--- config.mk ---
export PLATFORM = sky130hd
export DESIGN_NAME = balanced_multi_queue_unit
export DESIGN_NICKNAME = d
export VERILOG_FILES = /design/src/bmq_pkg.sv /design/src/bmq_select.sv /design/src/balanced_multi_queue_unit.sv
export SDC_FILE = /design/constraint.sdc
export NUM_CORES = 2
export LEC_CHECK = 0
export BUFFER_PORTS_ARGS = -buffer_cell sky130_fd_sc_hd__buf_2
export CORE_MARGIN = 3
export CORE_UTILIZATION = 37
export DETAILED_ROUTE_END_ITERATION = 12
export SYNTH_ARGS = -nofsm -noshare
export SYNTH_HDL_FRONTEND = slang
export SYNTH_HIERARCHICAL = 1
export SYNTH_SLANG_ARGS = --single-unit
--- constraint.sdc ---
create_clock -name clk -period 11 [get_ports clk]
set_input_delay 0.55 -clock clk [delete_from_list [all_inputs] [get_ports clk]]
set_output_delay 0.55 -clock clk [all_outputs]
set_load 0.1 [all_outputs]
--- src/bmq_pkg.sv ---
// Package for the balanced multi-queue unit.
// Holds default sizes, operation kinds and status codes.
// No dependencies.
package bmq_pkg;

  localparam int NUM_QUEUES_DEF  = 4;
  localparam int QUEUE_DEPTH_DEF = 16;
  localparam int WORD_W          = 32;
  localparam int STATUS_W        = 2;

  localparam logic KIND_ENQ = 1'b0;
  localparam logic KIND_DEQ = 1'b1;

  localparam logic [STATUS_W-1:0] STATUS_DONE  = 2'd0;
  localparam logic [STATUS_W-1:0] STATUS_FULL  = 2'd1;
  localparam logic [STATUS_W-1:0] STATUS_EMPTY = 2'd2;

endpackage

--- src/bmq_select.sv ---
// Queue selection tree: picks the shortest queue for an enqueue and the
// longest queue for a dequeue, lowest index on a tie.
// Depends on bmq_pkg.
module bmq_select import bmq_pkg::*; #(
  parameter int NUM_QUEUES = NUM_QUEUES_DEF,
  parameter int COUNT_W    = $clog2(QUEUE_DEPTH_DEF + 1),
  localparam int IdxW      = $clog2(NUM_QUEUES)
) (
  input  logic               kind,
  input  logic [COUNT_W-1:0] counts [NUM_QUEUES],
  output logic [IdxW-1:0]    sel_idx,
  output logic [COUNT_W-1:0] sel_count
);

  localparam int Leaves = 1 << IdxW;

  logic [IdxW-1:0]    node_idx [1:2*Leaves-1];
  logic [COUNT_W-1:0] node_cnt [1:2*Leaves-1];
  logic               node_ok  [1:2*Leaves-1];

  always_comb begin
    logic take_right;
    take_right = 1'b0;
    for (int i = 0; i < Leaves; i++) begin
      node_idx[Leaves+i] = IdxW'(i);
      node_cnt[Leaves+i] = '0;
      node_ok[Leaves+i]  = 1'b0;
      if (i < NUM_QUEUES) begin
        node_cnt[Leaves+i] = counts[i];
        node_ok[Leaves+i]  = 1'b1;
      end
    end
    for (int k = Leaves - 1; k >= 1; k--) begin
      if (kind == KIND_DEQ) begin
        take_right = node_ok[2*k+1] &&
                     (!node_ok[2*k] || (node_cnt[2*k+1] > node_cnt[2*k]));
      end else begin
        take_right = node_ok[2*k+1] &&
                     (!node_ok[2*k] || (node_cnt[2*k+1] < node_cnt[2*k]));
      end
      node_idx[k] = take_right ? node_idx[2*k+1] : node_idx[2*k];
      node_cnt[k] = take_right ? node_cnt[2*k+1] : node_cnt[2*k];
      node_ok[k]  = node_ok[2*k] || node_ok[2*k+1];
    end
    sel_idx   = node_idx[1];
    sel_count = node_cnt[1];
  end

endmodule

--- src/balanced_multi_queue_unit.sv ---
// Balanced multi-queue unit: several FIFOs in one shared entry memory.
// An accepted word goes through the pending register and then the output
// register; one word is accepted per cycle while in_stall is low, limited
// by the single port of the entry memory.
// Reset clears all counts and pointers; entry memory contents are not reset.
// Depends on bmq_pkg and bmq_select.
module balanced_multi_queue_unit import bmq_pkg::*; #(
  parameter int NUM_QUEUES  = NUM_QUEUES_DEF,
  parameter int QUEUE_DEPTH = QUEUE_DEPTH_DEF,
  localparam int IdxW       = $clog2(NUM_QUEUES),
  localparam int CountW     = $clog2(QUEUE_DEPTH + 1)
) (
  input  logic                     clk,
  input  logic                     rst_n,
  input  logic                     in_valid,
  output logic                     in_stall,
  input  logic                     in_kind,
  input  logic signed [WORD_W-1:0] in_value_in,
  output logic                     out_valid,
  input  logic                     out_stall,
  output logic [IdxW-1:0]          out_queue_index,
  output logic signed [WORD_W-1:0] out_value_out,
  output logic [STATUS_W-1:0]      out_status,
  output logic [CountW-1:0]        out_count_after
);

  localparam int PtrW    = $clog2(QUEUE_DEPTH);
  localparam int Entries = NUM_QUEUES * QUEUE_DEPTH;
  localparam int AddrW   = $clog2(Entries);

  logic [CountW-1:0] cnt_r  [NUM_QUEUES];
  logic [PtrW-1:0]   rptr_r [NUM_QUEUES];
  logic [PtrW-1:0]   wptr_r [NUM_QUEUES];

  logic [WORD_W-1:0] mem [Entries];
  logic [WORD_W-1:0] rdata_r;

  logic                p_valid_r;
  logic [IdxW-1:0]     p_idx_r;
  logic [STATUS_W-1:0] p_status_r;
  logic [CountW-1:0]   p_cnt_r;
  logic                p_rd_r;

  logic                out_valid_r;
  logic [IdxW-1:0]     out_idx_r;
  logic [WORD_W-1:0]   out_value_r;
  logic [STATUS_W-1:0] out_status_r;
  logic [CountW-1:0]   out_cnt_r;

  logic [IdxW-1:0]   sel_idx;
  logic [CountW-1:0] sel_count;
  logic              accept;
  logic              advance;
  logic              is_full;
  logic              is_empty;
  logic              wr_en;
  logic              rd_en;
  logic [PtrW-1:0]   ptr;
  logic [PtrW-1:0]   ptr_inc;
  logic [AddrW-1:0]  addr;
  logic [CountW-1:0] cnt_new;
  logic [STATUS_W-1:0] status_new;

  bmq_select #(
    .NUM_QUEUES(NUM_QUEUES),
    .COUNT_W   (CountW)
  ) u_select (
    .kind     (in_kind),
    .counts   (cnt_r),
    .sel_idx  (sel_idx),
    .sel_count(sel_count)
  );

  assign advance  = p_valid_r && (!out_valid_r || !out_stall);
  assign in_stall = p_valid_r && !advance;
  assign accept   = in_valid && !in_stall;

  assign is_full  = (sel_count == CountW'(QUEUE_DEPTH));
  assign is_empty = (sel_count == '0);
  assign wr_en    = accept && (in_kind == KIND_ENQ) && !is_full;
  assign rd_en    = accept && (in_kind == KIND_DEQ) && !is_empty;

  always_comb begin
    ptr        = (in_kind == KIND_DEQ) ? rptr_r[sel_idx] : wptr_r[sel_idx];
    ptr_inc    = (ptr == PtrW'(QUEUE_DEPTH - 1)) ? '0 : ptr + PtrW'(1);
    addr       = AddrW'(sel_idx) * AddrW'(QUEUE_DEPTH) + AddrW'(ptr);
    cnt_new    = sel_count;
    status_new = STATUS_DONE;
    if (in_kind == KIND_ENQ) begin
      if (is_full) begin
        status_new = STATUS_FULL;
      end else begin
        cnt_new = sel_count + CountW'(1);
      end
    end else begin
      if (is_empty) begin
        status_new = STATUS_EMPTY;
      end else begin
        cnt_new = sel_count - CountW'(1);
      end
    end
  end

  // A dequeue only reads entries written at an earlier edge, so the
  // memory needs no forwarding.
  always_ff @(posedge clk) begin
    if (wr_en) begin
      mem[addr] <= in_value_in;
    end
    if (rd_en) begin
      rdata_r <= mem[addr];
    end
  end

  always_ff @(posedge clk) begin
    if (!rst_n) begin
      for (int i = 0; i < NUM_QUEUES; i++) begin
        cnt_r[i]  <= '0;
        rptr_r[i] <= '0;
        wptr_r[i] <= '0;
      end
    end else if (wr_en || rd_en) begin
      cnt_r[sel_idx] <= cnt_new;
      if (wr_en) begin
        wptr_r[sel_idx] <= ptr_inc;
      end else begin
        rptr_r[sel_idx] <= ptr_inc;
      end
    end
  end

  always_ff @(posedge clk) begin
    if (!rst_n) begin
      p_valid_r   <= 1'b0;
      out_valid_r <= 1'b0;
    end else begin
      if (accept) begin
        p_valid_r <= 1'b1;
      end else if (advance) begin
        p_valid_r <= 1'b0;
      end
      if (advance) begin
        out_valid_r <= 1'b1;
      end else if (!out_stall) begin
        out_valid_r <= 1'b0;
      end
    end
  end

  always_ff @(posedge clk) begin
    if (accept) begin
      p_idx_r    <= sel_idx;
      p_status_r <= status_new;
      p_cnt_r    <= cnt_new;
      p_rd_r     <= rd_en;
    end
    if (advance) begin
      out_idx_r    <= p_idx_r;
      out_value_r  <= p_rd_r ? rdata_r : '0;
      out_status_r <= p_status_r;
      out_cnt_r    <= p_cnt_r;
    end
  end

  assign out_valid       = out_valid_r;
  assign out_queue_index = out_idx_r;
  assign out_value_out   = out_value_r;
  assign out_status      = out_status_r;
  assign out_count_after = out_cnt_r;

  a_empty_word: assert property (@(posedge clk) disable iff (!rst_n)
    out_valid && out_status == STATUS_EMPTY |->
      out_count_after == '0 && out_queue_index == '0)
    else $error("empty result must name queue zero with a zero count");

  a_full_word: assert property (@(posedge clk) disable iff (!rst_n)
    out_valid && out_status == STATUS_FULL |->
      out_count_after == CountW'(QUEUE_DEPTH))
    else $error("full result must report a full queue");

  a_error_zero: assert property (@(posedge clk) disable iff (!rst_n)
    out_valid && out_status != STATUS_DONE |-> out_value_out == '0)
    else $error("refused request must return a zero word");

  a_pending: assert property (@(posedge clk) disable iff (!rst_n)
    in_valid && !in_stall |=> p_valid_r)
    else $error("accepted word lost before the output stage");

endmodule

==> PnR_summary.wiki <==
{| class="wikitable"
! Metric !! Value
|-
| Maximum number of pins on one net before global-route repair || 119
|-
| Final weighted congestion in routability-driven placement || slightly above 0.9
|-
| Clock Latency Late Sink || 0.87 ns
|-
| Most common library cell in the layout ignoring fill and taps || sky130_fd_sc_hd__edfxtp_1
|-
| Core Box Area || 0.2223 mm2
|-
| Critical setup path kind || register to register
|-
| Worst setup margin || 1.939 ns
|-
| Number of hold violations in the final report || 0
|-
| Post-Synthesis Net Count || 5,228
|-
| Rel. slew slack || -2.225%
|-
| Area added between synthesis and finish || 14.46%
|-
| Max Fclk || between 100 and 150 MHz
|-
| Routed vias || about 50,000
|-
| Clock skew || 0.05152 ns
|-
| Maximum buffer depth of the clock tree || 3
|-
| Register-to-register setup slack || about 1.9 ns
|-
| Setup repair after global routing missed its margin || false
|-
| CP Data Arrival Time || 9.49 ns
|-
| Wire length of the first global-routing pass || between 300 and 400 mm
|-
| Number of violations reported at the end of detailed-routing iteration 0 || 7,266
|-
| Reported max-cap violation count || 1
|-
| Time the final worst path needs with I/O delays and setup || 9.061 ns
|-
| CP endpoint kind || register
|-
| Global routing usage summed across all routing layers || 22.20%
|-
| Peak fanout along the critical path || 68
|-
| First-pass DRT Iterations || 10
|-
| Count of unresolved DRC violations after routing || 0
|-
| Horizontal die dimension || 479.1 um
|-
| Antenna violations before repair || 26
|-
| YS warnings || 6
|-
| Number of synthesized register bits || between 2,000 and 2,500
|-
| Startpoint Class || register
|-
| Path class of the lowest-slack min-delay path || input pin to register
|-
| Starting density of the core || 37.25%
|-
| Fin. max-slew vios || 1
|-
| Data required time of the critical path || 11.43 ns
|-
| Clock sink count || 2,185
|-
| Netlist area before placement || 0.08280 mm2
|-
| Area of all placed cells without fillers || between 0.09 and 0.1 mm2
|-
| Number of I/O pins || 80
|-
| Crit path buffers/inverters || 7
|-
| Antenna Nets Post-Route || 0
|-
| Cell at the root of the clock tree || sky130_fd_sc_hd__clkbuf_16
|-
| Register area share after synthesis || between 70% and 80%
|-
| Final setup viols || 0
|-
| Number of buffers inserted to repair setup after CTS || 0
|-
| Standard cell with the maximum stage delay on the critical path || sky130_fd_sc_hd__a2111oi_1
|-
| Total detailed-routing wirelength || 260.9 mm
|-
| Final core occ || a little over two fifths
|-
| Synthesized netlist cell count || 5,172
|-
| Total Die Area || 0.2295 mm2
|-
| Detailed Place HPWL || 149.3 mm
|-
| Count of flip-flops with a built-in enable after synthesis || roughly 2,200
|-
| Avg WL per Cell || 30.64 um
|-
| Count of cell types in the netlist || 70
|-
| Layout net count || ~5,400
|-
| H-Tree Depth || 4
|-
| Final total negative setup slack || 0 ns
|-
| TritonCTS clock tree || built
|-
| Mean number of vias per cell || 5.900
|-
| Proportion of synthesized flip-flops having asynchronous set or reset || 0%
|-
| Post-synthesis area per instance || 16.01 um2
|-
| Number of buffer cells added on primary ports || between 70 and 80
|-
| Violated checks || max-capacitance violations, max-slew violations
|-
| Placement Setup Slack || 1.931 ns
|-
| Overflow left after global routing || 0
|-
| Highest-count cells in the layout ignoring fill and taps || 2,163 x sky130_fd_sc_hd__edfxtp_1, 707 x sky130_fd_sc_hd__nand2_1, 393 x sky130_fd_sc_hd__a21oi_1
|-
| Clock slew seen by the registers of the worst setup and hold paths || 0.06 ns
|-
| Number of global-route vias before repair || approximately 48,000
|-
| Slowest stage delay, CP || 0.88 ns
|-
| Die Span Y || 479.1 um
|-
| Post-route clock period utilization || 82.37%
|-
| Leading register cell type out of synthesis || sky130_fd_sc_hd__edfxtp_1
|-
| Cts bufs inserted || between 200 and 250
|-
| Slew @ Worst Pin || roughly 1.5 ns
|-
| Standard-cell row count || 173
|-
| Critical path cell sequence || inv_1, ha_1, nand4_1, o221ai_1, mux2i_2, mux2i_1, inv_1, ha_1, a21oi_1, a211oi_1, nor4b_4, buf_4, clkinv_1, a2bb2oi_1, o2111a_4, buf_4, nor3_4, buf_12, buf_12, a221oi_1, o22ai_1, a2111oi_1, nand4_1
|-
| Run status || finished, violations left
|-
| Fraction of final layout cells sized beyond drive strength 1 || 12.50%
|-
| Top Family by Delay on Critical Path || compound AO/OA/AOI/OAI gates
|-
| Standard cell area after detailed placement || approximately 0.088 mm2
|}
-- worst paths after layout --
check / startpoint / to / cells past startpoint
worst min register to register: p_idx_r[1]$_DFFE_PN_ / out_queue_index[1]$_DFFE_PP_ / 0
worst max-delay path: cnt_r[9]$_SDFFE_PN0P_ / rdata_r[20]$_DFFE_PP_ / 23
worst min-delay path: rst_n / p_valid_r$_SDFFE_PN0P_ / 2
worst max register to register: cnt_r[9]$_SDFFE_PN0P_ / rdata_r[20]$_DFFE_PP_ / 23
-- repair_timing --
action,4_1_cts,5_1_grt
resized for setup,0,0
hold buffers,2,0
endpoints found under the hold margin,2,0
setup endpoints to repair,0,0
-- kinds of logic after synthesis --
kind of cell | share of synthesized area, %
XOR/XNOR | 0.05288
multiplexers | 1.860
flip-flops | 78.97
buffers and inverters | 1.868
AND/OR/NAND/NOR | 5.570
AO/OA/AOI/OAI | 11.39
adder cells (fa/ha/maj) | 0.2871
-- synth_stat cells, types with 22 or more instances --
| master | n | area (um2) |
|---|---|---|
| sky130_fd_sc_hd__a221oi_1 | 191 | 1673 |
| sky130_fd_sc_hd__a211oi_1 | 72 | 540.5 |
| sky130_fd_sc_hd__nand2_1 | 707 | 2654 |
| sky130_fd_sc_hd__mux2i_1 | 117 | 1171 |
| sky130_fd_sc_hd__o21ai_0 | 106 | 530.5 |
| sky130_fd_sc_hd__nand3_1 | 67 | 335.3 |
| sky130_fd_sc_hd__and2_1 | 35 | 219.0 |
| sky130_fd_sc_hd__edfxtp_1 | 2163 | 64950 |
| sky130_fd_sc_hd__a222oi_1 | 31 | 310.3 |
| sky130_fd_sc_hd__clkbuf_1 | 173 | 649.4 |
| sky130_fd_sc_hd__nand4_1 | 44 | 275.3 |
| sky130_fd_sc_hd__buf_2 | 100 | 500.5 |
| sky130_fd_sc_hd__nor3_1 | 46 | 230.2 |
| sky130_fd_sc_hd__inv_1 | 32 | 120.1 |
| sky130_fd_sc_hd__buf_1 | 38 | 142.6 |
| sky130_fd_sc_hd__o22ai_1 | 52 | 325.3 |
| sky130_fd_sc_hd__a22oi_1 | 251 | 1884 |
| sky130_fd_sc_hd__a22o_1 | 98 | 858.3 |
| sky130_fd_sc_hd__dfxtp_1 | 22 | 440.4 |
| sky130_fd_sc_hd__a21oi_1 | 394 | 1972 |
| sky130_fd_sc_hd__nor2_1 | 158 | 593.1 |
| sky130_fd_sc_hd__a31oi_1 | 59 | 369.1 |
-- per-layer routing --
| metal | GRT usage (%) | part of all wire (%) |
|---|---|---|
| met1 | 30.87 | 39 |
| met3 | 6.288 | 12 |
| met5 | 0 | 0.086 |
| met2 | 33.04 | 44 |
| met4 | 8.628 | 4.1 |
-- flip-flops by register name (all words and copies together), names as in the netlist, 2 cells and up --
| register | cells |
|---|---|
| wptr_r | 16 |
| out_status | 2 |
| mem | 2048 |
| p_idx_r | 2 |
| rdata_r | 32 |
| out_queue_index | 2 |
| p_cnt_r | 5 |
| rptr_r | 16 |
| cnt_r | 20 |
| out_value_out | 32 |
| p_status_r | 2 |
| out_count_after | 5 |
-- worst reg2reg max path: cells and delay by family, from the launching register on --
family          cells  cell delay, ns
buf+inv             7            2.24
mux                 2            0.84
simple gates        4            1.18
fa+ha+maj           2            0.63
flops               1            0.35
compound gates      8            3.41
-- through the flow --
stage / hold slack, ns / std cells
2_1_floorplan: 0.4003 / 5172
3_3_place_gp: 0.4080 / 8103
3_5_place_dp: 0.4045 / 8104
4_1_cts: 0.2275 / 8502
5_1_grt: 0.2775 / 8503
6_report: 0.2775 / 8517
-- cell type report --
cell class	count	area (um2)
fill	19570	127500
sequential	2185	65390
multi-input combinational	2628	16550
clock buffer	275	5584
tap	2975	3722
timing repair buffer	282	2085
clock inverter	121	1264
inverter	36	145.1
antenna	15	37.54
Power is not shown: default switching activity piles up to over one toggle a cycle in this logic, so the estimate is an artifact.
